==> src/design/shp_pkg.sv <==
// shared types and constants for the 3x3 threshold sharpen block
package shp_pkg;

	localparam int PIXEL_W     = 16;
	localparam int STRENGTH_W  = 12;
	localparam int THRESH_W    = 16;
	localparam int GEOM_W      = 13;
	localparam int ROW_W       = 12;
	localparam int LAP_W       = 19;
	localparam int CFG_DATA_W  = 16;
	localparam int CFG_INDEX_W = 3;

	localparam int MIN_DIM          = 3;
	localparam int MAX_HEIGHT       = 4096;
	localparam int LINE_WIDTH_RST   = 640;
	localparam int FRAME_HEIGHT_RST = 480;
	localparam int STRENGTH_RST     = 256;
	localparam int THRESH_RST       = 65535;

	typedef enum logic [CFG_INDEX_W-1:0] {
		REG_LINE_WIDTH   = 3'd0,
		REG_FRAME_HEIGHT = 3'd1,
		REG_STRENGTH     = 3'd2,
		REG_THRESHOLD    = 3'd3
	} reg_idx_t;

	// what the control decides for one accepted item
	typedef struct packed {
		logic enter;
		logic res;
		logic drain;
		logic use_upper;
		logic border;
		logic frame_end;
	} dec_t;

endpackage

==> src/design/shp_window.sv <==
// cross window of original pixels and the laplacian of its center
module shp_window (
	input  logic                              clk,
	input  logic                              arst_n,
	input  logic                              shift,
	input  logic [shp_pkg::PIXEL_W-1:0]       up_in,
	input  logic [shp_pkg::PIXEL_W-1:0]       mid_in,
	input  logic [shp_pkg::PIXEL_W-1:0]       px_in,
	output logic [shp_pkg::PIXEL_W-1:0]       center,
	output logic signed [shp_pkg::LAP_W-1:0]  lap
);

	// previous column (top, middle, bottom) and middle row two columns back
	logic [shp_pkg::PIXEL_W-1:0] top_q;
	logic [shp_pkg::PIXEL_W-1:0] mid_q;
	logic [shp_pkg::PIXEL_W-1:0] bot_q;
	logic [shp_pkg::PIXEL_W-1:0] left_q;

	always_ff @(posedge clk or negedge arst_n) begin
		if (!arst_n) begin
			top_q  <= '0;
			mid_q  <= '0;
			bot_q  <= '0;
			left_q <= '0;
		end else if (shift) begin
			top_q  <= up_in;
			mid_q  <= mid_in;
			bot_q  <= px_in;
			left_q <= mid_q;
		end
	end

	// center is the previous middle pixel, right neighbour is the incoming one
	assign center = mid_q;
	assign lap = shp_pkg::LAP_W'({mid_q, 2'b00}) - shp_pkg::LAP_W'(top_q)
		- shp_pkg::LAP_W'(bot_q) - shp_pkg::LAP_W'(left_q) - shp_pkg::LAP_W'(mid_in);

endmodule

==> config.mk <==
export PLATFORM = sky130hd
export DESIGN_NAME = shp_window
export DESIGN_NICKNAME = d
export VERILOG_FILES = /design/src/design/shp_pkg.sv /design/src/design/shp_window.sv
export SDC_FILE = /design/constraint.sdc
export NUM_CORES = 1
export LEC_CHECK = 0
export ABC_AREA = 1
export BUFFER_PORTS_ARGS = -buffer_cell sky130_fd_sc_hd__buf_2
export CORE_MARGIN = 2
export CORE_UTILIZATION = 55
export DETAILED_ROUTE_END_ITERATION = 8
export GPL_TIMING_DRIVEN = 0
export HOLD_SLACK_MARGIN = 0.1
export PLACE_DENSITY = 0.79
export SETUP_SLACK_MARGIN = 0.15
export SLEW_MARGIN = 5
export SYNTH_ARGS = -nofsm -noshare
export SYNTH_HDL_FRONTEND = slang
export SYNTH_SLANG_ARGS = --single-unit
==> constraint.sdc <==
create_clock -name clk -period 3.6 [get_ports clk]
set_input_delay 0.18 -clock clk [delete_from_list [all_inputs] [get_ports clk]]
set_output_delay 0.18 -clock clk [all_outputs]
set_load 0.03 [all_outputs]
-- After elaboration in Yosys (flattened, before gate mapping)
Cells that the tools add are included.
- register bits: 64
- latch bits: 0
- memory bits (writable): 0
- memory bits (read-only): 0
- output and inout bits: 35
- logic and storage cells: 8
- memories kept: 0
- add/sub/neg operators: 4
- $mul: 0
- div/mod/pow operators: 0
- order comparisons: 0
- equal/unequal tests: 0
- shift-type cells: 0
- mux-type cells: 0
- bitwise gates (word level): 0
- reductions and logical operators: 0
- operators with widths (cell ; number):
    19-bit by 16-bit subtractor with 19-bit output ; 3
    18-bit by 16-bit subtractor with 19-bit output ; 1

-- Depth between registers and ports, before layout
- word-level depth: 4
- mapped depth: 17

-- Least setup slack after synthesis
Ideal clock, no wire load.
- path kind: register to output
- from: reg top_q[3] in the netlist's numbering
- to: out lap[18] in the netlist's numbering
- arrival: 3.253 ns
- data required time: 3.420 ns
- slack: 0.167 ns
- stages on the path, launching flop included: 15
- path buffers: 0
- path through: dfrtp_1 inv_1 fa_1 inv_1 fa_1 fa_1 inv_1 ha_1 a21oi_1 nand2_2 nand2_2 nand2_4 nand2_2 nand2_2 a21oi_1
- word-level cells in the longest chain between the ends: 4
- RTL lines (item ; line ; source):
    start: declaration ; shp_window.sv:14 ; logic [shp_pkg::PIXEL_W-1:0] top_q;
    start signal: assignment ; shp_window.sv:26 ; top_q <= up_in;
    18-bit by 16-bit subtractor with 19-bit output ; shp_window.sv:35 ; assign lap = shp_pkg::LAP_W'({mid_q, 2'b00}) - shp_pkg::LAP_W'(top_q)
    19-bit by 16-bit subtractor with 19-bit output (3 in series) ; shp_window.sv:36 ; - shp_pkg::LAP_W'(bot_q) - shp_pkg::LAP_W'(left_q) - shp_pkg::LAP_W'(mid_in);
    end: declaration ; shp_window.sv:10 ; output logic signed [shp_pkg::LAP_W-1:0] lap
Every way passes these cells.

-- Worst setup path in the final report
- from: reg top_q[7] in the netlist's numbering
- to: out lap[10] in the netlist's numbering
Same word-level chain as after synthesis.

==> impl_metrics.json <==
{
  "skew_ns": 0.0144,
  "die_height_um": 96.0,
  "antenna-diode-count": 0,
  "area.growth.synth_to_final_pct": 43.7,
  "max_cap_viols": 0,
  "routed_wire_length_per_instance_um": 18.9,
  "grt_start_max_net_pins": 65,
  "crit_type": "flip-flop to output port",
  "r2r_end": "left_q[2]",
  "route.antenna.remaining_nets": 0,
  "first_global_vias": 4722,
  "port-buffer-count": 84,
  "worst_slew_pin_slew_ns": 0.809,
  "synth.most_common_cell": "sky130_fd_sc_hd__inv_1",
  "synth_area_leaders": "sky130_fd_sc_hd__dfrtp_1 34%, sky130_fd_sc_hd__fa_1 20%, sky130_fd_sc_hd__inv_1 12%",
  "drive_above_1_share": 0.356,
  "run_status": "finished with violations",
  "grt_setup_unrepaired": "yes",
  "timing.critical_path.buf_inv": 5,
  "mappedNetlistArea_um2": 4660,
  "final_min_period_over_clock_period": 1.07,
  "insertion_delay_ns": 0.37,
  "timing.critical_path.arrival_ns": 3.69,
  "yosys.cell_types.count": 27,
  "grtUsageTotal": 0.317,
  "hold_depth": 3,
  "cp-start-kind": "flip-flop",
  "routed_wl_mm": 15.3,
  "clk_transition_reported_paths_ns": 0.09,
  "cts_htree_levels": 3,
  "postSynthCellCount": 552,
  "final_setup_violation_count": 14,
  "synth.top_cell.area_share": 0.344,
  "worstRegToRegCells": 2,
  "clockBufferDepth": 2,
  "remaining_drc_errors": 0,
  "grt-ovfl-total": 0,
  "final_max_slew_viol_count": 0,
  "yosysTopAreaCell": "sky130_fd_sc_hd__dfrtp_1",
  "critical_path.max_fanout": 4,
  "totalNegativeSetupSlack_ns": -2.28,
  "final-instance-count-excl-fill": 813,
  "dpl.hpwl_mm": 8.53,
  "yosysWarnings": 0,
  "cts.sinks": 64,
  "cts_made_buffers": 9,
  "timing.final.crit_period_ns": 3.87,
  "timing.rr.start": "center[2]",
  "holdCritStartpoint": "mid_in[13]",
  "dieArea_um2": 9220,
  "fp-row-count": 33,
  "drt_first_iter_violations": 248,
  "syn-mean-instance-area_um2": 8.44,
  "number_of_cells_on_the_critical_path": 14,
  "firstDrtPassIters": 5,
  "synth.cells.most_frequent": "144 x sky130_fd_sc_hd__inv_1, 121 x sky130_fd_sc_hd__nand2_1, 64 x sky130_fd_sc_hd__dfrtp_1",
  "critPathSlowestCell": "sky130_fd_sc_hd__fa_1",
  "clock-root-buffer": "sky130_fd_sc_hd__clkbuf_8",
  "mappedNetlistNets": 671,
  "tritoncts": "done",
  "total_vias_in_the_final_route": 4461,
  "asyncSetResetFlopFracSynth": 1.00,
  "fillCellCount": 463,
  "antenna_violations_before_repair": 0,
  "setup_ws_post_layout_ns": -0.265,
  "worst_slew_margin_rel": 0.461,
  "nets": 822,
  "synth_flop_type": "sky130_fd_sc_hd__dfrtp_1",
  "placedCellCount": 741,
  "core_area_um2": 8220,
  "worstPathCellList": "inv_1 -> fa_1 -> inv_1 -> fa_1 -> fa_1 -> inv_2 -> ha_4 -> a21o_1 -> nand2_1 -> nand2_2 -> inv_1 -> nand2_4 -> xor2_2 -> buf_6",
  "violations": "setup timing",
  "critical-path-max-stage-delay_ns": 0.55,
  "initial_utilization": 0.567,
  "timing.fmax_ghz": 0.259,
  "synth_seq_area_share": 0.344,
  "hp_class": "input pin to flip-flop",
  "chipWidth_um": 96.0,
  "first_pass_grt_wire_length_mm": 21.7,
  "synth-edff-count": 0,
  "finalWeightedCongestion": 0.860,
  "end_kind": "output port",
  "synth.ff_latch_count": 64,
  "min_delay_worst_endpoint": "center[13]",
  "fin_util": 0.815,
  "pin_count": 86,
  "setup_slack_of_the_worst_register_to_register_path_ns": 2.62,
  "critical_path_required_ns": 3.42,
  "cp_top_family": "adder cells",
  "hold_violation_total_from_the_final_report": 0,
  "vias_per_cell": 5.49
}
## worst max-delay path by stage
| stage | to | from |
|---|---|---|
| final | lap[10] | top_q[7] |
| after global placement | lap[18] | top_q[3] |
| after floorplan | lap[18] | top_q[3] |
| after global routing | lap[10] | top_q[7] |
| after CTS | lap[17] | left_q[4] |
| after detailed placement | lap[17] | top_q[7] |
## layer usage
| metal | track usage | wire length [um] | part of all wire |
|---|---|---|---|
| met1 | 0.342 | 5450 | 0.36 |
| met2 | 0.569 | 7760 | 0.51 |
| met3 | 0.0760 | 1180 | 0.077 |
| met4 | 0.174 | 942 | 0.061 |
| met5 | 0 | 0 | 0 |
## sequential cells by signal, summed over array words and instances, names as in the netlist
signal and flops:
bot_q 16, top_q 16, left_q 16, center 16
## per-stage QoR
stage / hold WS (ns) / setup slack [ns] / cell area (um^2)
floorplan: -0.116 / 0.167 / 4660
global placement: 0.389 / 0.0752 / 5210
detailed placement: 0.326 / 0.0664 / 5210
CTS: 0.101 / -0.0597 / 6340
global route: 0.0960 / -0.369 / 6690
finish: 0.0889 / -0.265 / 6690
## area by class of cell
class / count / area [um^2] / area share
multi-input combinational: 329 / 3050 / 0.456
sequential: 64 / 1600 / 0.239
timing repair buffer: 140 / 1060 / 0.158
inverter: 146 / 551 / 0.0822
clock buffer: 10 / 138 / 0.0206
tap: 105 / 131 / 0.0196
clock inverter: 6 / 91.3 / 0.0136
buffer: 13 / 72.6 / 0.0108
## worst register-to-register path: stages, from the launching register on
cell and delay [ns]:
sky130_fd_sc_hd__dfrtp_1 0.47, sky130_fd_sc_hd__inv_1 0.14, sky130_fd_sc_hd__a21oi_1 0.28
## cells in the final DEF (no fill, tap or decap), types with 2 or more instances in the layout
master                          netlist  routed
sky130_fd_sc_hd__a21oi_1             19       3
sky130_fd_sc_hd__a21oi_2              0       9
sky130_fd_sc_hd__a21oi_4              0       7
sky130_fd_sc_hd__buf_2                1      67
sky130_fd_sc_hd__buf_4                6      20
sky130_fd_sc_hd__buf_6                0      16
sky130_fd_sc_hd__bufinv_16            0       2
sky130_fd_sc_hd__clkbuf_1             6       6
sky130_fd_sc_hd__clkbuf_8             0      10
sky130_fd_sc_hd__clkinv_4             0       2
sky130_fd_sc_hd__dfrtp_1             64      64
sky130_fd_sc_hd__dlygate4sd3_1        0      44
sky130_fd_sc_hd__fa_1                47      42
sky130_fd_sc_hd__fa_2                 0       5
sky130_fd_sc_hd__ha_1                21       4
sky130_fd_sc_hd__ha_4                 0      16
sky130_fd_sc_hd__inv_1              144     120
sky130_fd_sc_hd__inv_2                2      25
sky130_fd_sc_hd__mux2_2               4       4
sky130_fd_sc_hd__nand2_1            121      90
sky130_fd_sc_hd__nand2_2              7      27
sky130_fd_sc_hd__nand2_4              1      12
sky130_fd_sc_hd__nand3_1             12       9
sky130_fd_sc_hd__nand3_2              1       4
sky130_fd_sc_hd__nor2_1              13       4
sky130_fd_sc_hd__nor2_2               2       5
sky130_fd_sc_hd__nor2_4               0       6
sky130_fd_sc_hd__o21ai_0             62      62
sky130_fd_sc_hd__o21ai_2              1       2
sky130_fd_sc_hd__xor2_1               8       3
sky130_fd_sc_hd__xor2_2               0       3
sky130_fd_sc_hd__xor2_4               0       2
## kinds of logic after synthesis
logic type | count (synthesis) | share of synthesized area
multiplexers | 4 | 0.00967
XOR/XNOR | 9 | 0.0169
AND/OR/NAND/NOR | 162 | 0.144
buffers and inverters | 159 | 0.133
AO/OA/AOI/OAI | 86 | 0.0943
flip-flops | 64 | 0.344
adder cells (fa/ha/maj) | 68 | 0.258
## timing repair
| item | 4_1_cts | 5_1_grt |
|---|---|---|
| hold buffers | 43 | 1 |
| pin swaps | 35 | 41 |
| gates resized for setup | 98 | 85 |
| endpoints found under the setup margin | 17 | 17 |
| endpoints found under the hold margin | 106 | 1 |
| buffers inserted | 6 | 6 |
Power is left out: the tool's default activity adds up to more than one toggle a clock period on the data nets, which glitch-free logic cannot reach.
