[src/design/shp_pkg.sv]
// shared types and constants for the 3x3 threshold sharpen block
package shp_pkg;

	localparam int PIXEL_W     = 16;
	localparam int STRENGTH_W  = 12;
	localparam int THRESH_W    = 16;
	localparam int GEOM_W      = 13;
	localparam int ROW_W       = 12;
	localparam int LAP_W       = 19;
	localparam int CFG_DATA_W  = 16;
	localparam int CFG_INDEX_W = 3;

	localparam int MIN_DIM          = 3;
	localparam int MAX_HEIGHT       = 4096;
	localparam int LINE_WIDTH_RST   = 640;
	localparam int FRAME_HEIGHT_RST = 480;
	localparam int STRENGTH_RST     = 256;
	localparam int THRESH_RST       = 65535;

	typedef enum logic [CFG_INDEX_W-1:0] {
		REG_LINE_WIDTH   = 3'd0,
		REG_FRAME_HEIGHT = 3'd1,
		REG_STRENGTH     = 3'd2,
		REG_THRESHOLD    = 3'd3
	} reg_idx_t;

	// what the control decides for one accepted item
	typedef struct packed {
		logic enter;
		logic res;
		logic drain;
		logic use_upper;
		logic border;
		logic frame_end;
	} dec_t;

endpackage

[src/design/shp_ctrl.sv]
// configuration registers, raster positions and per-item decisions
module shp_ctrl #(
	parameter int MAX_WIDTH = 4096
) (
	input  logic                              clk,
	input  logic                              arst_n,
	input  logic                              cfg_we,
	input  logic [shp_pkg::CFG_INDEX_W-1:0]   cfg_index,
	input  logic [shp_pkg::CFG_DATA_W-1:0]    cfg_data,
	input  logic                              accept,
	input  logic                              drain,
	output shp_pkg::dec_t                     dec,
	output logic [$clog2(MAX_WIDTH)-1:0]      addr,
	output logic [shp_pkg::STRENGTH_W-1:0]    strength,
	output logic [shp_pkg::THRESH_W-1:0]      threshold
);

	localparam int AW = $clog2(MAX_WIDTH);
	localparam int PW = $clog2(MAX_WIDTH + 2);
	localparam int RST_W = (shp_pkg::LINE_WIDTH_RST > MAX_WIDTH) ?
		MAX_WIDTH : shp_pkg::LINE_WIDTH_RST;

	logic [AW-1:0]                    wm1_q;
	logic [shp_pkg::ROW_W-1:0]        hm1_q;
	logic [shp_pkg::STRENGTH_W-1:0]   strength_q;
	logic [shp_pkg::THRESH_W-1:0]     thr_q;
	logic [AW-1:0]                    in_col_q;
	logic [AW-1:0]                    out_col_q;
	logic [shp_pkg::ROW_W-1:0]        in_row_q;
	logic [shp_pkg::ROW_W-1:0]        out_row_q;
	logic [PW-1:0]                    pend_q;

	logic [shp_pkg::GEOM_W-1:0] geom;
	logic [PW-1:0]              wp1;
	logic                       geom_wr;
	logic                       pend_full;
	logic                       res_dr;
	logic                       in_last_col;
	logic                       in_last_row;
	logic                       out_last_col;
	logic                       out_last_row;

	assign geom    = cfg_data[shp_pkg::GEOM_W-1:0];
	assign wp1     = PW'(wm1_q) + PW'(2);
	assign geom_wr = cfg_we && (cfg_index == shp_pkg::REG_LINE_WIDTH ||
		cfg_index == shp_pkg::REG_FRAME_HEIGHT);

	assign in_last_col  = (in_col_q == wm1_q);
	assign in_last_row  = (in_row_q == hm1_q);
	assign out_last_col = (out_col_q == wm1_q);
	assign out_last_row = (out_row_q == hm1_q);

	assign pend_full = (pend_q == wp1);
	// a drain only counts once the whole frame has come in
	assign res_dr = drain && (pend_q != '0) && (in_col_q == '0) && (in_row_q == '0);

	always_comb begin
		dec.enter     = !drain || res_dr;
		dec.res       = drain ? res_dr : pend_full;
		dec.drain     = drain;
		dec.use_upper = drain && pend_full;
		dec.border    = (out_row_q == '0) || out_last_row || (out_col_q == '0) || out_last_col;
		dec.frame_end = out_last_col && out_last_row;
	end

	always_comb begin
		if (dec.use_upper) begin
			addr = wm1_q;
		end else if (drain) begin
			addr = out_col_q;
		end else begin
			addr = in_col_q;
		end
	end

	assign strength  = strength_q;
	assign threshold = thr_q;

	// register file, geometry kept as clamped size minus one
	always_ff @(posedge clk or negedge arst_n) begin
		if (!arst_n) begin
			wm1_q      <= AW'(RST_W - 1);
			hm1_q      <= shp_pkg::ROW_W'(shp_pkg::FRAME_HEIGHT_RST - 1);
			strength_q <= shp_pkg::STRENGTH_W'(shp_pkg::STRENGTH_RST);
			thr_q      <= shp_pkg::THRESH_W'(shp_pkg::THRESH_RST);
		end else if (cfg_we) begin
			unique case (cfg_index)
				shp_pkg::REG_LINE_WIDTH: begin
					if (int'(geom) < shp_pkg::MIN_DIM) begin
						wm1_q <= AW'(shp_pkg::MIN_DIM - 1);
					end else if (int'(geom) > MAX_WIDTH) begin
						wm1_q <= AW'(MAX_WIDTH - 1);
					end else begin
						wm1_q <= AW'(geom - shp_pkg::GEOM_W'(1));
					end
				end
				shp_pkg::REG_FRAME_HEIGHT: begin
					if (int'(geom) < shp_pkg::MIN_DIM) begin
						hm1_q <= shp_pkg::ROW_W'(shp_pkg::MIN_DIM - 1);
					end else if (int'(geom) > shp_pkg::MAX_HEIGHT) begin
						hm1_q <= shp_pkg::ROW_W'(shp_pkg::MAX_HEIGHT - 1);
					end else begin
						hm1_q <= shp_pkg::ROW_W'(geom - shp_pkg::GEOM_W'(1));
					end
				end
				shp_pkg::REG_STRENGTH: begin
					strength_q <= cfg_data[shp_pkg::STRENGTH_W-1:0];
				end
				shp_pkg::REG_THRESHOLD: begin
					thr_q <= cfg_data[shp_pkg::THRESH_W-1:0];
				end
				default: begin
				end
			endcase
		end
	end

	// positions and pending count
	always_ff @(posedge clk or negedge arst_n) begin
		if (!arst_n) begin
			in_col_q  <= '0;
			in_row_q  <= '0;
			out_col_q <= '0;
			out_row_q <= '0;
			pend_q    <= '0;
		end else if (geom_wr) begin
			in_col_q  <= '0;
			in_row_q  <= '0;
			out_col_q <= '0;
			out_row_q <= '0;
			pend_q    <= '0;
		end else if (accept) begin
			if (!drain) begin
				if (in_last_col) begin
					in_col_q <= '0;
					in_row_q <= in_last_row ? '0 : in_row_q + 1'b1;
				end else begin
					in_col_q <= in_col_q + 1'b1;
				end
				if (!pend_full) begin
					pend_q <= pend_q + 1'b1;
				end
			end else if (res_dr) begin
				pend_q <= pend_q - 1'b1;
			end
			if (dec.res) begin
				if (out_last_col) begin
					out_col_q <= '0;
					out_row_q <= out_last_row ? '0 : out_row_q + 1'b1;
				end else begin
					out_col_q <= out_col_q + 1'b1;
				end
			end
		end
	end

endmodule

[config.mk]
export PLATFORM = sky130hd
export DESIGN_NAME = shp_ctrl
export DESIGN_NICKNAME = d
export VERILOG_FILES = /design/src/design/shp_pkg.sv /design/src/design/shp_ctrl.sv
export SDC_FILE = /design/constraint.sdc
export NUM_CORES = 1
export LEC_CHECK = 0
export ABC_CLOCK_PERIOD_IN_PS = 3730
export BUFFER_PORTS_ARGS = -buffer_cell sky130_fd_sc_hd__buf_2
export CAP_MARGIN = 20
export CORE_MARGIN = 8
export CORE_UTILIZATION = 60
export DETAILED_ROUTE_END_ITERATION = 10
export PLACE_DENSITY = 0.81
export SLEW_MARGIN = 40
export SYNTH_ARGS = -nofsm -noshare
export SYNTH_HDL_FRONTEND = slang
export SYNTH_SLANG_ARGS = --single-unit
[constraint.sdc]
create_clock -name clk -period 3.73 [get_ports clk]
set_input_delay 0.1865 -clock clk [delete_from_list [all_inputs] [get_ports clk]]
set_output_delay 0.1865 -clock clk [all_outputs]
set_load 0.01 [all_outputs]
Word-level counts from Yosys, hierarchy flattened
Cells that the tools add are included.
Widths: inputs -> output; s select.
{"block": "classes", "n_mul": 0, "n_addsub": 8, "n_div": 0, "n_eq_ne": 11, "n_mux": 28, "reduce_logical": 31, "shifts": 0, "n_bitwise": 0, "order_cmp": 2}
{"op": "$mux 12", "count": 22}
{"op": "$mux 13", "count": 5}
{"op": "$add 12x1->12 const B", "count": 4}
{"op": "$eq 12x12->1", "count": 4}
{"op": "$logic_not 12->1", "count": 4}
{"op": "$add 12x2->13 const B", "count": 1}
{"op": "$add 13x1->13 const B", "count": 1}
{"op": "$eq 13x13->1", "count": 1}
{"op": "$gt 13x13->1 const B", "count": 1}
{"op": "$lt 13x2->1 const B", "count": 1}
{"op": "$reduce_bool 13->1", "count": 1}
{"op": "$sub 13x1->13 const B", "count": 1}
{"op": "$reduce_and 2->1", "count": 6}
{"op": "$sub 12x1->12 const B", "count": 1}
{"op": "$reduce_and 3->1", "count": 3}
{"op": "$reduce_bool 2->1", "count": 4}
{"op": "$eq 3x2->1 const B", "count": 2}
{"op": "$logic_and 1x1->1", "count": 6}
{"op": "$logic_or 1x1->1", "count": 5}
{"op": "$eq 3x1->1 const B", "count": 1}
{"op": "$logic_not 3->1", "count": 1}
{"op": "$ne 3x1->1 const B", "count": 1}
{"op": "$ne 3x3->1 const B", "count": 1}
{"op": "$ne 2x1->1 const B", "count": 1}
{"op": "2 further kinds", "count": 2}
{"block": "word_totals", "in_bits": 24, "ram_bits": 0, "mem_count": 0, "register_bits": 113, "mem_bits_ro": 0, "out_inout_bits": 46, "wordCells": 89, "latch_bits": 0}

Longest topological paths before layout
{"block": "logic_depth", "ltp_word": 8, "ltp_mapped": 10}

Worst setup path after synthesis
No wires, ideal clock.
{"block": "synth_path", "kind": "register to output", "from": "reg wm1_q[2]", "to": "out addr[10]", "t_required_ns": 3.543, "path_slack_ns": 0.898, "n_path_buf": 2, "stages_incl_launch_ff": 11, "t_arrival_ns": 2.646, "path_cell_list": "dfstp_2 ha_1 nand3_1 or4b_1 o22ai_2 or2_4 and3_1 clkbuf_1 buf_2 nand2_1 a31oi_1"}
{"block": "synth_between", "elab_chain_len": 4}
{"element": "from (decl)", "line": "shp_ctrl.sv:23", "text": "logic [AW-1:0] wm1_q;"}
{"element": "from (signal assigned)", "line": "shp_ctrl.sv:82", "text": "wm1_q <= AW'(RST_W - 1);"}
{"element": "from (signal assigned)", "line": "shp_ctrl.sv:90", "text": "wm1_q <= AW'(shp_pkg::MIN_DIM - 1);"}
{"element": "from (signal assigned)", "line": "shp_ctrl.sv:92", "text": "wm1_q <= AW'(MAX_WIDTH - 1);"}
{"element": "$add 12x2->13", "line": "shp_ctrl.sv:44", "text": "assign wp1 = PW'(wm1_q) + PW'(2);"}
{"element": "$eq 13x13->1", "line": "shp_ctrl.sv:53", "text": "assign pend_full = (pend_q == wp1);"}
{"element": "$logic_and 1x1->1", "line": "shp_ctrl.sv:61", "text": "dec.use_upper = drain && pend_full;"}
{"element": "$mux 12", "line": "shp_ctrl.sv:67", "text": "if (dec.use_upper) begin"}
{"element": "to (decl)", "line": "shp_ctrl.sv:13", "text": "output logic [$clog2(MAX_WIDTH)-1:0] addr,"}
Every way passes these cells.

Worst setup path in the final report
{"block": "layout_path", "from": "reg wm1_q[1]", "to": "out addr[2]"}
Same word-level chain as after synthesis.

==> metrics.cfg <==
[synthesis]
avgSynthCellArea_um2 = 8.980
netlist.area_leader.share_pct = 26.89
synth_edf_count = 0
synthCells = 829
synthFlopType = dfrtp_1
ys_ff_latch = 113
syn_area_um2 = 7445
synth_top_cells_by_area = dfrtp_1 27%, dfstp_2 12%, xor2_1 6.1%
post-synth-top-area-cell = dfrtp_1
synth_cell_types = 70
async_reset_ff_share_pct = 100.0
syn-num-nets = 876
synth_seq_area_share_pct = 38.54
yosysWarnings = 0

[routing]
detailedRoute.firstIterationViolations = 673
first_pass_iters = 5
num_vias = 6701
wl_um = 20310
routedWlPerCell_um = 19.18
drc_errors = 0
vias_per_cell = 6.328
drtAntennaViolNets = 0

[min_path]
hp-class = primary input to flip-flop
holdPathStages = 2

[layout]
finalNonFillerCells = 1059
drive_gt1_share_pct = 20.99
layout.nets = 925
register_area_um2 = 2869
nFillCells = 905
diodes = 0
multiInputGateArea_um2 = 4308
areaGrowthSynthToFinish_pct = 14.45

[power]
swShare_pct = 35.56
p_int_uw = 3437
leakage_uw = 0.003689
p_clk_share_pct = 32.5
switching_power_uw = 1897
vdd_ir_drop_max_mv = 0.3905
combPwrFrac_pct = 31.5
power.sequential.fraction_pct = 36.0
powerDensity_nw_per_um2 = 625.9

[job]
drv_cap = 0

[place]
dp_cells = 1023
pre_cts_ws_ns = 0.5147
dp_hpwl_um = 14360
gp_congestion = 0.9173
port_buffers = 69

[grt]
grt_overflow_total = 0
antenna_found_initial = 0
grt_pass1_vias = 6372
grtUsageTotal_pct = 24.80
grt_max_degree = 69
grt_first_pass_wirelength_um = 32310

[clock_tree]
clockBufferDepth = 2
cts_max_level = 4
tritoncts = built
cts_num_sinks = 113
clkSlewWorstSetupHoldPaths_ns = 0.06
cts_inserted_buffers = 17
clk_latency_ns = 0.42
postCtsSetupRepairBufs = 0
clockRootBuffer = clkbuf_16

[die]
die_height_um = 127.4
chipWidth_um = 127.4
dieArea_um2 = 16230
rows = 40
start_util_pct = 61.72
num_io_pins = 70
core_area_um2 = 12060

[timing]
max_freq_mhz = 286.8
tns_ns = 0
worstMarginPinSlew_ns = 0.8740
maxSlewViolCount = 0
worst_slack_ns = 0.2436
period_share_pct = 93.47
hold_violations = 0
min_period_ns = 3.486
finalSetupViolCount = 0
rsz0062_at_grt = false
slew_headroom_pct = 41.34
holdWs_ns = 0.009653
clock_skew_ns = 0.008471

[setup_path]
crit_fanout = 14
critical_path_class = flip-flop to primary output
crit_chain = ha_1, nand3_1, or4b_1, o22ai_2, or2_4, and3_2, nand2_1, a31oi_1, buf_2
cp.arrival_ns = 3.30
worstSetupEndpointType = primary output
cp.required_ns = 3.54
slowest_delay_ns = 0.64
crit_path_start_kind = flip-flop
cpMaxStageDelayCell = dfstp_2
r2r_cells = 8

[run_status]
status = finished clean

==> worst max-delay path: cells and delay by family, from the launching register on <==
family	cells	cell delay, ns
AO/OA/AOI/OAI	2	0.36
adder cells (fa/ha/maj)	1	0.32
AND/OR/NAND/NOR	5	1.40
buffers and inverters	1	0.16
flip-flops	1	0.64
==> what timing repair did <==
item                                   4_1_cts  5_1_grt
setup endpoints to repair                    0       12
gates resized for setup                      0        1
endpoints found under the hold margin       49        1
hold buffers                                 2        1
==> per-stage QoR <==
stage,util [%],instance area (µm²),power [µW]
final,70.64,8521,5333
after global routing,70.64,8521,5611
after CTS,70.46,8498,5327
after detailed placement,65.05,7846,3580
after global placement,65.05,7846,3493
after floorplan,-,7445,3084
==> logic make-up (layout without fill, tap and decap cells) <==
kind of cell | count (synthesis) | after routing | share of synthesized area, %
compound gates | 188 | 188 | 16.49
xor+xnor | 88 | 88 | 10.35
fa+ha+maj | 23 | 23 | 3.966
buf+inv | 65 | 127 | 3.765
flops | 113 | 113 | 38.54
mux | 32 | 32 | 4.740
simple gates | 320 | 320 | 22.15
==> synth_stat cells (5+ instances only) <==
master / number
a211oi_1: 5
a21o_1: 5
a21oi_1: 17
a31oi_1: 32
and3_1: 23
buf_2: 11
clkbuf_1: 35
dfrtp_1: 80
dfstp_2: 33
ha_1: 22
inv_1: 14
mux2_2: 26
mux2i_1: 6
nand2_1: 92
nand2b_1: 9
nand3_1: 37
nor2_1: 62
nor2b_1: 9
nor3_1: 19
nor4_1: 21
nor4b_1: 6
o21ai_0: 76
o21bai_1: 5
o311ai_0: 9
o31ai_1: 12
o41ai_1: 5
or3_1: 10
xnor2_1: 36
xor2_1: 52
==> path summary, 6_finish.rpt <==
| kind | endpoint | startpoint | slack [ns] |
|---|---|---|---|
| max | addr[2] | wm1_q[1] | 0.24 |
| min | threshold[14] | cfg_data[14] | 0.01 |
| max reg2reg | out_row_q[11] | wm1_q[1] | 0.45 |
| min reg2reg | threshold[0] | threshold[0] | 0.49 |
| max in group asynchronous | threshold[4] | arst_n | 2.57 |
| min in group asynchronous | pend_q[10] | arst_n | 0.33 |
==> power groups by stage <==
stage | Sequential, µW | Combinational (µW) | Clock [µW]
3_3_place_gp | 1910 | 1580 | 0
2_1_floorplan | 1780 | 1310 | 0
5_1_grt | 1950 | 1860 | 1800
6_report | 1920 | 1680 | 1730
3_5_place_dp | 1920 | 1660 | 0
4_1_cts | 1910 | 1670 | 1740
==> flip-flops by register name, summed over array words and instances, names as in the netlist <==
| register | cells |
|---|---|
| wm1_q | 12 |
| hm1_q | 12 |
| in_row_q | 12 |
| threshold | 16 |
| in_col_q | 12 |
| pend_q | 13 |
| out_row_q | 12 |
| out_col_q | 12 |
| strength | 12 |
==> per-layer routing <==
metal / routed length (µm) / share of wire (%) / vias up / GRT usage, %
li1: - / - / 3098 / -
met1: 8467 / 42 / 3215 / 31.38
met2: 9592 / 47 / 341 / 39.72
met3: 1728 / 8.5 / 47 / 6.073
met4: 524 / 2.6 / 0 / 10.57
met5: 0 / 0 / - / 0
==> layout make-up <==
| class | instances | area share, % |
|---|---|---|
| inverters | 14 | 0.6167 |
| clock buffers | 17 | 4.993 |
| well taps | 168 | 2.467 |
| flip-flops and latches | 113 | 33.67 |
| clock inverters | 15 | 2.423 |
| repair buffers | 81 | 5.272 |
| multi-input cells | 651 | 50.56 |
==> cells in the final DEF, fill, tap and decap left out, types with 4 or more instances in the layout <==
cell type	count
xor2_1	52
nor4_1	21
nor2_1	62
nand4_1	4
nand2_1	92
o21bai_1	5
bufinv_16	4
o31ai_1	12
nor3_1	19
xnor2_1	36
and3_1	22
and2_1	4
a31oi_1	32
clkbuf_16	17
nor4b_1	6
buf_4	9
inv_1	14
clkinv_4	4
mux2i_1	6
dfstp_2	33
buf_2	68
o311ai_0	9
ha_1	22
or3_1	10
a211oi_1	5
o41ai_1	5
mux2_2	26
a21o_1	5
o21ai_0	75
a21oi_1	17
nand3_1	37
dfrtp_1	80
nor2b_1	9
nand2b_1	9
Note: power is estimated with default switching activity, not from simulation.
