File: src/design/shp_pkg.sv
// shared types and constants for the 3x3 threshold sharpen block
package shp_pkg;

	localparam int PIXEL_W     = 16;
	localparam int STRENGTH_W  = 12;
	localparam int THRESH_W    = 16;
	localparam int GEOM_W      = 13;
	localparam int ROW_W       = 12;
	localparam int LAP_W       = 19;
	localparam int CFG_DATA_W  = 16;
	localparam int CFG_INDEX_W = 3;

	localparam int MIN_DIM          = 3;
	localparam int MAX_HEIGHT       = 4096;
	localparam int LINE_WIDTH_RST   = 640;
	localparam int FRAME_HEIGHT_RST = 480;
	localparam int STRENGTH_RST     = 256;
	localparam int THRESH_RST       = 65535;

	typedef enum logic [CFG_INDEX_W-1:0] {
		REG_LINE_WIDTH   = 3'd0,
		REG_FRAME_HEIGHT = 3'd1,
		REG_STRENGTH     = 3'd2,
		REG_THRESHOLD    = 3'd3
	} reg_idx_t;

	// what the control decides for one accepted item
	typedef struct packed {
		logic enter;
		logic res;
		logic drain;
		logic use_upper;
		logic border;
		logic frame_end;
	} dec_t;

endpackage

File: src/design/shp_round.sv
// strength multiply, rounding and clamp of one sharpened pixel
module shp_round #(
	parameter int FRAC = 8
) (
	input  logic [shp_pkg::STRENGTH_W-1:0]    strength,
	input  logic signed [shp_pkg::LAP_W-1:0]  lap,
	input  logic [shp_pkg::PIXEL_W-1:0]       value,
	input  logic                              sharpen,
	output logic [shp_pkg::PIXEL_W-1:0]       pixel
);

	localparam int PROD_W = shp_pkg::STRENGTH_W + 1 + shp_pkg::LAP_W;
	localparam int BASE_W = shp_pkg::PIXEL_W + FRAC + 1;
	localparam int TW = ((PROD_W > BASE_W) ? PROD_W : BASE_W) + 1;

	logic signed [PROD_W-1:0] prod;
	logic signed [TW-1:0]     sum;

	assign prod = $signed({1'b0, strength}) * lap;
	assign sum  = TW'(prod) + TW'({value, {FRAC{1'b0}}}) + (TW'(1) << (FRAC - 1));

	always_comb begin
		if (!sharpen) begin
			pixel = value;
		end else if (sum[TW-1]) begin
			pixel = '0;
		end else if (|sum[TW-2:FRAC+shp_pkg::PIXEL_W]) begin
			pixel = '1;
		end else begin
			pixel = sum[FRAC+shp_pkg::PIXEL_W-1:FRAC];
		end
	end

endmodule

File: config.mk
export PLATFORM = sky130hd
export DESIGN_NAME = shp_round
export DESIGN_NICKNAME = d
export VERILOG_FILES = /design/src/design/shp_pkg.sv /design/src/design/shp_round.sv
export SDC_FILE = /design/constraint.sdc
export NUM_CORES = 1
export LEC_CHECK = 0
export ABC_AREA = 0
export BUFFER_PORTS_ARGS = -buffer_cell sky130_fd_sc_hd__buf_2
export CORE_MARGIN = 2
export CORE_UTILIZATION = 45
export DETAILED_ROUTE_END_ITERATION = 10
export PLACE_DENSITY = 0.69
export SLEW_MARGIN = 15
export SYNTH_ARGS = -nofsm -noshare
export SYNTH_HDL_FRONTEND = slang
export SYNTH_SLANG_ARGS = --single-unit
export TNS_END_PERCENT = 30
File: constraint.sdc
create_clock -name vclk -period 25.5
set_input_delay 5.1 -clock vclk [all_inputs]
set_output_delay 5.1 -clock vclk [all_outputs]
set_load 0.005 [all_outputs]
Word level (Yosys, flattened, before mapping):

Index checks and enable logic that the tools add are counted.

* reduce and logical (&&, ||, !) cells: 1
* mux-type cells: 3
* add/subtract/negate cells: 2
* $mul: 1

Operators with widths (number)
* $mux 16: 3
* $add 32x25->33: 1
* $add 33x8->33 const B: 1
* $mul 13x19->32: 1
* $reduce_or 8->1: 1

* bits in registers: 0
* output and inout bits: 16
* input port bits: 48
* word-level logic and storage cells: 7

Longest topological paths before layout:

Gate-level depths: netlist of the first run.

* depth after elaboration: 7
* gate-level depth with buffers: 25
* gate-level depth less buffers: 23

Least setup slack after synthesis of the first run:

No wires, ideal clock.

* path kind: input -> output
* start point: in strength[4] (netlist name)
* end point: out pixel[11] (netlist name)
* setup slack: 9.536 ns
* buffers on the path: 4
* arrival time: 10.864 ns
* stages on the path: 23
* required time: 20.400 ns
* cell sequence: clkbuf_1 clkbuf_1 nand2_1 fa_1 fa_1 inv_1 fa_1 fa_1 fa_1 inv_1 fa_1 inv_1 ha_1 buf_2 nand4_1 nor3_1 nand3_1 o2111ai_1 nand3_1 xnor2_1 nor4b_4 buf_6 a32oi_1

* cells in the longest elaborated chain, start to end: 7

RTL lines
* start, declared: line shp_round.sv:5 `input logic [shp_pkg::STRENGTH_W-1:0] strength,`
* $mul 13x19->32 (*): line shp_round.sv:19 `assign prod = $signed({1'b0, strength}) * lap;`
* $add 32x25->33 (*): line shp_round.sv:20 `assign sum = TW'(prod) + TW'({value, {FRAC{1'b0}}}) + (TW'(1) << (FRAC - 1));`
* $add 33x8->33 (*): line shp_round.sv:20
* $reduce_or 8->1: line shp_round.sv:27 `end else if (|sum[TW-2:FRAC+shp_pkg::PIXEL_W]) begin`
* $mux 16: line shp_round.sv:27
* $mux 16 (*): line shp_round.sv:25 `end else if (sum[TW-1]) begin`
* $mux 16 (*): line shp_round.sv:23 `if (!sharpen) begin`
* end, declared: line shp_round.sv:9 `output logic [shp_pkg::PIXEL_W-1:0] pixel`

Every way passes the cells marked *; elsewhere a longest branch is shown, timed or not.

Worst setup path in the final report of the first run:

* start point: in strength[2] (netlist name)
* end point: out pixel[1] (netlist name)

The elaborated chain is that of the path after synthesis.

==> results of run 1 <==
==> worst max path at each step <==
stage	to	from	slack, ns
5_1_grt	pixel[4]	strength[2]	7.95
3_3_place_gp	pixel[7]	strength[2]	8.51
2_1_floorplan	pixel[11]	strength[4]	9.54
6_report	pixel[1]	strength[2]	8.33
3_5_place_dp	pixel[3]	strength[2]	8.39
4_1_cts	pixel[3]	strength[2]	8.37
==> metrics by stage <==
step	hold WS, ns	utilization	cell area [sq um]
after global routing	10.54	0.4768	10020
after floorplan	10.29	-	9609
final	10.52	0.4768	10020
after CTS	10.52	0.4768	10020
after detailed placement	10.52	0.4768	10020
after global placement	10.52	0.4768	10020
==> cell usage in the layout (no fill, tap or decap), drive strengths merged, types with 4 or more instances in the layout <==
master,synthesis,layout
a211oi,6,6
a21oi,40,40
a32oi,16,16
and2,113,113
buf,13,64
fa,227,227
ha,78,78
inv,295,295
nand2,153,153
nand3,18,18
nand4,7,7
nor2,10,10
nor3,6,6
o21ai,19,19
o31ai,4,4
xnor2,14,14
xor2,11,11
==> cell type report <==
cell class / count / area, sq um / area share
inverters: 295 / 1107 / 0.1105
multi-input cells: 773 / 8252 / 0.8232
well taps: 275 / 344.1 / 0.03433
repair buffers: 64 / 320.3 / 0.03196
==> cell families after synthesis <==
kind of cell | Yosys count | share of synthesized area
AO/OA/AOI/OAI | 119 | 0.08815
multiplexers | 1 | 0.001042
buffers and inverters | 350 | 0.1413
AND/OR/NAND/NOR | 323 | 0.1723
adder cells (fa/ha/maj) | 305 | 0.5745
XOR/XNOR | 25 | 0.02279
==> metal layers <==
metal / track usage / part of all wire
met5: 0 / 0
met2: 0.4016 / 0.54
met4: 0.03915 / 0.021
met1: 0.2619 / 0.41
met3: 0.006667 / 0.033
==> tightest hold or removal path, stage by stage <==
cell	delay [ns]
buf_2	0.11
nand2_1	0.05
a32oi_1	0.04
buf_2	0.12
==> impl_metrics.csv, run 1 <==
group,metric,value,unit
floorplanning,start_util,0.4571,
grt,grt_usage,0.2086,
drt,antenna_left,0,
grt,antenna_found_initial,0,
place,dp.cells,1407,
hold_path,hp-start,"value[9]",
critical_path,path_buf_inv,6,
drt,vias,7340,
synth,synth.most_common_cell,"inv_1",
place,port_buffers,64,
synth,synth_area_leader_cell,"fa_1",
place,gp_congestion,0.9121,
critical_path,path_class,"input port to output pin",
synth,synth_top_area_frac,0.4729,
place,dpl.hpwl,19.27,mm
drt,vias_per_cell,5.217,
critical_path,crit_family,"adder cells",
sta,worst_slack,8.335,ns
sta,post-route-period-util,0.6732,
sta,setup_tns,0,ns
synth,ys_top_cells_by_count,"inv_1, fa_1, nand2_1",
critical_path,cpMaxStageDelayCell,"nor4b_4",
cells_and_area,clkbuf_count,0,
sta,tightestPinTransition,1.086,ns
sta,slew_headroom,0.2733,
grt,grt_pass1_vias,7683,
synth,ys_seq_area_frac,0,
sta,max_freq,58.26,MHz
drt,wl_per_cell,16.07,um
clock_network,cts_hold_buf,0,
floorplanning,core,21020,sq um
floorplanning,num_rows,53,
cells_and_area,fin_nets,1487,
synth,netlist_area,9609,sq um
critical_path,crit_path_end_kind,"output pin",
status,outcome,"complete, no violations",
clock_network,cts_setup_buffers,0,
synth,syn_nets,1476,
cells_and_area,drive_gt1_frac,0.07862,
synth,ys_warn_count,0,
drt,firstDrtPassIters,4,
critical_path,required,20.40,ns
hold_path,holdPathStages,4,
sta,period_minus_slack,17.17,ns
critical_path,cp_slowest_stage_delay,0.88,ns
cells_and_area,regArea,0,sq um
grt,grt_pass1_wl,37.49,mm
clock_network,post_cts_resized,0,
drt,first_iter_violations,353,
critical_path,cp_cell_sequence,"buf_2, and2_1, inv_1, fa_1, fa_1, inv_1, fa_1, inv_1, fa_1, inv_1, fa_1, fa_1, ha_1, nand4_1, nor3_1, nand3_1, o2111ai_1, nand3_1, xnor2_1, nor4b_4, a32oi_1, buf_2",
synth,synth_area_per_cell,8.557,sq um
place,post-place-ws,8.393,ns
cells_and_area,area_delta_synth_final,4.310,%
sta,slew_violations,0,
grt,grt_max_degree,34,
floorplanning,die_h,150.1,um
critical_path,worst-path-stages,22,
cells_and_area,n_antenna_cell,0,
cells_and_area,nFillCells,2038,
floorplanning,die_w,150.1,um
cells_and_area,layoutNonFillerInstCount,1407,
drt,post-route-drc-count,0,
sta,setup_violations,0,
critical_path,cp.arrival,12.07,ns
drt,drt-total-wl,22.61,mm
cells_and_area,seq_cell_count,0,
synth,synthDistinctLibCells,61,
hold_path,min_delay_worst_endpoint,"pixel[9]",
critical_path,startpoint_type,"input port",
grt,grt_overflow,0,
critical_path,path_max_fanout,19,
floorplanning,io_pins,64,
hold_path,holdCritPathClass,"input port to output pin",
synth,synthCells,1123,
critical_path,cp_common_cell,"fa_1",
sta,hold_viol_final,0,
sta,rsz0062_at_grt,"no",
synth,yosys-top-cells-area,"fa_1, inv_1, ha_1",
floorplanning,dieArea,22540,sq um
flow_run,maxCapViolations,0,
Power of run 1 is not shown: default switching activity piles up to over one toggle a cycle in this logic, so the estimate is an artifact.
==> run 2: changes to the inputs <==
--- a/config.mk
+++ b/config.mk
@@ -5,7 +5,7 @@
 export SDC_FILE = /design/constraint.sdc
 export NUM_CORES = 1
 export LEC_CHECK = 0
-export ABC_AREA = 0
+export ABC_AREA = 1
 export BUFFER_PORTS_ARGS = -buffer_cell sky130_fd_sc_hd__buf_2
 export CORE_MARGIN = 2
 export CORE_UTILIZATION = 45
==> constraint.sdc (replaced) <==
create_clock -name vclk -period 16.25
set_input_delay 3.25 -clock vclk [all_inputs]
set_output_delay 3.25 -clock vclk [all_outputs]
set_load 0.005 [all_outputs]
==> run 2 against run 1 <==
Effect of this change: count of clock-buffer cells in the layout did not move; via count rose by 8.4%; die area rose by 3.3%; non-clock buffer count did not move; core utilization rose by 0.12 points; cell area rose by 3.7%; flip-flop and latch count did not move; sequential share of layout area did not move; critical path depth did not move; first-iteration DRC count rose by 29%; synthesized cell count rose by 21%; worst setup slack got worse by 4.7 ns.
==> impl_metrics.csv, run 2 <==
group,metric,value,unit
cells_and_area,fin_nets,1728,
synth,synth_area_leader_cell,"fa_1",
synth,synth.most_common_cell,"inv_1",
critical_path,required,13.00,ns
sta,setup_violations,0,
cells_and_area,final_cell_mix,"inv_1, nand2_1, fa_1",
grt,grt_util_met3,0.01024,
drt,antenna_left,0,
sta,tightestPinTransition,0.7502,ns
clock_network,cts_hold_buf,0,
synth,synth_area_per_cell,7.329,sq um
drt,wl_per_cell,14.24,um
floorplanning,die_w,152.6,um
place,dpl.hpwl,20.50,mm
floorplanning,dieArea,23290,sq um
status,outcome,"complete, no violations",
drt,first_iter_violations,454,
grt,antenna_found_initial,1,
grt,grt_pass1_vias,8060,
synth,ys_seq_area_frac,0,
drt,vias_per_cell,4.814,
sta,post-route-period-util,0.7759,
drt,post-route-drc-count,0,
cells_and_area,area_delta_synth_final,4.633,%
critical_path,crit_family,"adder cells",
sta,rsz0062_at_grt,"no",
synth,yosys-top-cells-area,"fa_1, inv_1, nand2_1",
grt,grt_use_met1,0.2706,
critical_path,path_buf_inv,5,
critical_path,path_class,"input port to output pin",
critical_path,path_max_fanout,18,
synth,ys_warn_count,0,
sta,period_minus_slack,12.61,ns
hold_path,holdCritPathClass,"input port to output pin",
sta,hold_viol_final,0,
cells_and_area,nFillCells,2205,
grt,grt_overflow,0,
drt,vias,7958,
floorplanning,num_rows,54,
critical_path,cpMaxStageDelayCell,"fa_1",
synth,synthCells,1356,
sta,slew_violations,0,
synth,synthDistinctLibCells,34,
cells_and_area,multi_input_area,8050,sq um
place,port_buffers,64,
cells_and_area,drive_gt1_frac,0.07647,
synth,netlist_area,9938,sq um
floorplanning,start_util,0.4568,
sta,slew_headroom,0.4999,
cells_and_area,clkbuf_count,0,
cells_and_area,regArea,0,sq um
sta,max_freq,79.31,MHz
flow_run,maxCapViolations,0,
cells_and_area,seq_cell_count,0,
grt,grt_usage,0.2056,
cells_and_area,layout_commonest_cell,"inv_1",
synth,ys_top_cells_by_count,"inv_1, nand2_1, fa_1",
grt,grt_pass1_wl,39.23,mm
drt,firstDrtPassIters,5,
synth,synth_top_area_frac,0.4573,
critical_path,cp_slowest_stage_delay,0.59,ns
synth,syn_nets,1709,
critical_path,startpoint_type,"input port",
grt,busiest_layer,"met2",
floorplanning,io_pins,64,
sta,setup_tns,0,ns
clock_network,post_cts_resized,0,
cells_and_area,n_antenna_cell,0,
floorplanning,die_h,152.6,um
grt,grt_max_degree,20,
critical_path,crit_path_end_kind,"output pin",
critical_path,cp.arrival,9.36,ns
drt,drt-total-wl,23.54,mm
grt,use_met2,0.3801,
critical_path,cp_cell_sequence,"buf_2, nand2_1, fa_1, fa_1, inv_1, fa_1, inv_1, fa_1, inv_1, fa_1, fa_1, ha_1, a21oi_1, o21ai_0, a21oi_2, nand3_2, a21oi_1, o21ai_1, a21oi_2, nand2_1, nand2_1, buf_2",
critical_path,cp_common_cell,"fa_1",
floorplanning,core,21760,sq um
place,gp_congestion,0.9332,
clock_network,cts_setup_buffers,0,
==> run 2: worst min-delay path: cells and delay by family <==
kind          cells  cell delay (ns)
buf+inv           2             0.19
simple gates      2             0.09
==> run 2: per-layer routing <==
metal / share of wire / up-vias
met5: 0.00064 / -
met4: 0.019 / 2
met3: 0.040 / 28
met2: 0.52 / 168
met1: 0.42 / 3940
li1: - / 3820
==> run 2: cell type report <==
type / count / share of cell area
Multi-Input combinational cell: 862 / 0.7742
Tap cell: 280 / 0.03369
Inverter: 447 / 0.1614
Timing Repair Buffer: 64 / 0.03080
==> run 2: final timing paths <==
kind	cells past startpoint	to	from	slack, ns
min	4	pixel[15]	value[15]	6.78
max	22	pixel[6]	strength[1]	3.64
==> run 2: kinds of logic (layout without fill, tap and decap cells) <==
logic type | Yosys count | count (layout) | share of synthesized area
XOR/XNOR | 22 | 22 | 0.01939
AO/OA/AOI/OAI | 61 | 61 | 0.03437
buffers and inverters | 494 | 511 | 0.1900
AND/OR/NAND/NOR | 474 | 474 | 0.2008
adder cells (fa/ha/maj) | 305 | 305 | 0.5555
==> run 2: per-stage QoR <==
step           hold slack (ns)  setup WS, ns  instances    util  instance area, sq um
2_1_floorplan            6.597         4.291       1356       -                  9938
3_5_place_dp             6.779         3.686       1653  0.4780                 10400
4_1_cts                  6.780         3.640       1653  0.4780                 10400
6_report                 6.779         3.641       1653  0.4780                 10400
3_3_place_gp             6.775         3.724       1653  0.4780                 10400
5_1_grt                  6.798         3.196       1653  0.4780                 10400
Power of run 2 is left out for the same reason.
==> run 3: changes to the inputs <==
==> constraint.sdc (replaced) <==
create_clock -name vclk -period 13.02
set_input_delay 2.604 -clock vclk [all_inputs]
set_output_delay 2.604 -clock vclk [all_outputs]
set_load 0.005 [all_outputs]
==> run 3 against run 2 <==
Effect of this change: core utilization unchanged; via count up 0.49%; critical path type unchanged; global-route usage about the same; die area unchanged; cell area unchanged; critical endpoint is now pixel[11]; sequential share of layout area unchanged; non-clock buffer count unchanged.
==> impl_metrics.csv, run 3 (synthesis results as in run 2) <==
group,metric,value,unit
status,outcome,"complete, no violations",
hold_path,holdPathStages,4,
clock_network,cts_setup_buffers,0,
sta,period_minus_slack,11.39,ns
grt,grt_pass1_wl,39.39,mm
critical_path,cp.arrival,8.78,ns
place,post-place-ws,1.722,ns
floorplanning,core,21760,sq um
floorplanning,die_w,152.6,um
cells_and_area,area_delta_synth_final,4.633,%
drt,wl_per_cell,14.35,um
grt,grt_pass1_vias,8173,
cells_and_area,n_antenna_cell,0,
drt,first_iter_violations,420,
clock_network,cts_hold_buf,0,
floorplanning,num_rows,54,
clock_network,post_cts_resized,0,
sta,setup_violations,0,
sta,slew_violations,0,
critical_path,required,10.42,ns
hold_path,holdCritPathClass,"input port to output pin",
sta,tightestPinTransition,0.8116,ns
cells_and_area,final_cell_mix,"inv_1, nand2_1, fa_1",
drt,antenna_left,0,
grt,grt_usage,0.2061,
drt,met3_length,871,um
sta,max_freq,87.81,MHz
grt,antenna_found_initial,1,
cells_and_area,seq_cell_count,0,
critical_path,crit_path_end_kind,"output pin",
sta,hold_viol_final,0,
cells_and_area,postLayoutCoreUtil,0.4780,
drt,drt-total-wl,23.72,mm
drt,maxUsedRoutingLayer,"met5",
hold_path,hp-start,"value[12]",
drt,dr_wl_met2,12.39,mm
cells_and_area,layout_commonest_cell,"inv_1",
critical_path,path_max_fanout,18,
sta,worst_slack,1.632,ns
sta,setup_tns,0,ns
place,dpl.hpwl,20.63,mm
place,port_buffers,64,
critical_path,path_class,"input port to output pin",
sta,timing.hold.ws,5.486,ns
sta,rsz0062_at_grt,"no",
floorplanning,die_h,152.6,um
grt,grt_overflow,0,
critical_path,startpoint,"strength[1]",
critical_path,startpoint_type,"input port",
cells_and_area,regArea,0,sq um
cells_and_area,drive_gt1_frac,0.07647,
drt,vias,7997,
floorplanning,io_pins,64,
grt,grt_max_degree,20,
drt,wl_met1,9.972,mm
place,gp_congestion,0.9348,
cells_and_area,clkbuf_count,0,
floorplanning,dieArea,23290,sq um
flow_run,maxCapViolations,0,
drt,post-route-drc-count,0,
cells_and_area,fin_nets,1728,
sta,post-route-period-util,0.8746,
drt,firstDrtPassIters,4,
cells_and_area,nFillCells,2181,
sta,slew_headroom,0.4589,
floorplanning,start_util,0.4568,
drt,vias_per_cell,4.838,
-- run 3: cell counts in the layout (fill, tap and decap cells not counted) --
Identical to the previous run, type by type.
-- run 3: final cells by class --
cell class         count  area (sq um)  area share
inverters            447          1678      0.1614
multi-input cells    862          8050      0.7742
well taps            280         350.3     0.03369
repair buffers        64         320.3     0.03080
-- run 3: critical path: stages --
cell and delay [ns]:
buf_2 0.32, nand2_1 0.17, fa_1 0.55, fa_1 0.59, inv_1 0.19, fa_1 0.52
inv_1 0.05, fa_1 0.52, inv_1 0.05, fa_1 0.45, fa_1 0.38, ha_1 0.38
a21oi_1 0.20, o21ai_0 0.21, a21oi_2 0.21, nand3_2 0.12, a21oi_1 0.21, o21ai_1 0.10
a21oi_2 0.62, nand2_1 0.14, nand2_1 0.09, buf_2 0.11
-- run 3: final timing paths --
kind and endpoint:
max pixel[11], min pixel[12]
-- run 3: metrics by stage --
stage / area (sq um) / cells
after floorplan: 9938 / 1356
after global placement: 10400 / 1653
after detailed placement: 10400 / 1653
after CTS: 10400 / 1653
after global routing: 10400 / 1653
final: 10400 / 1653
-- run 3: routing by layer --
layer / up-vias / track usage
met1: 3954 / 0.2740
met5: - / 0
li1: 3823 / -
met2: 190 / 0.3812
met3: 28 / 0.004551
met4: 2 / 0.03792
Power of run 3 is left out for the same reason.
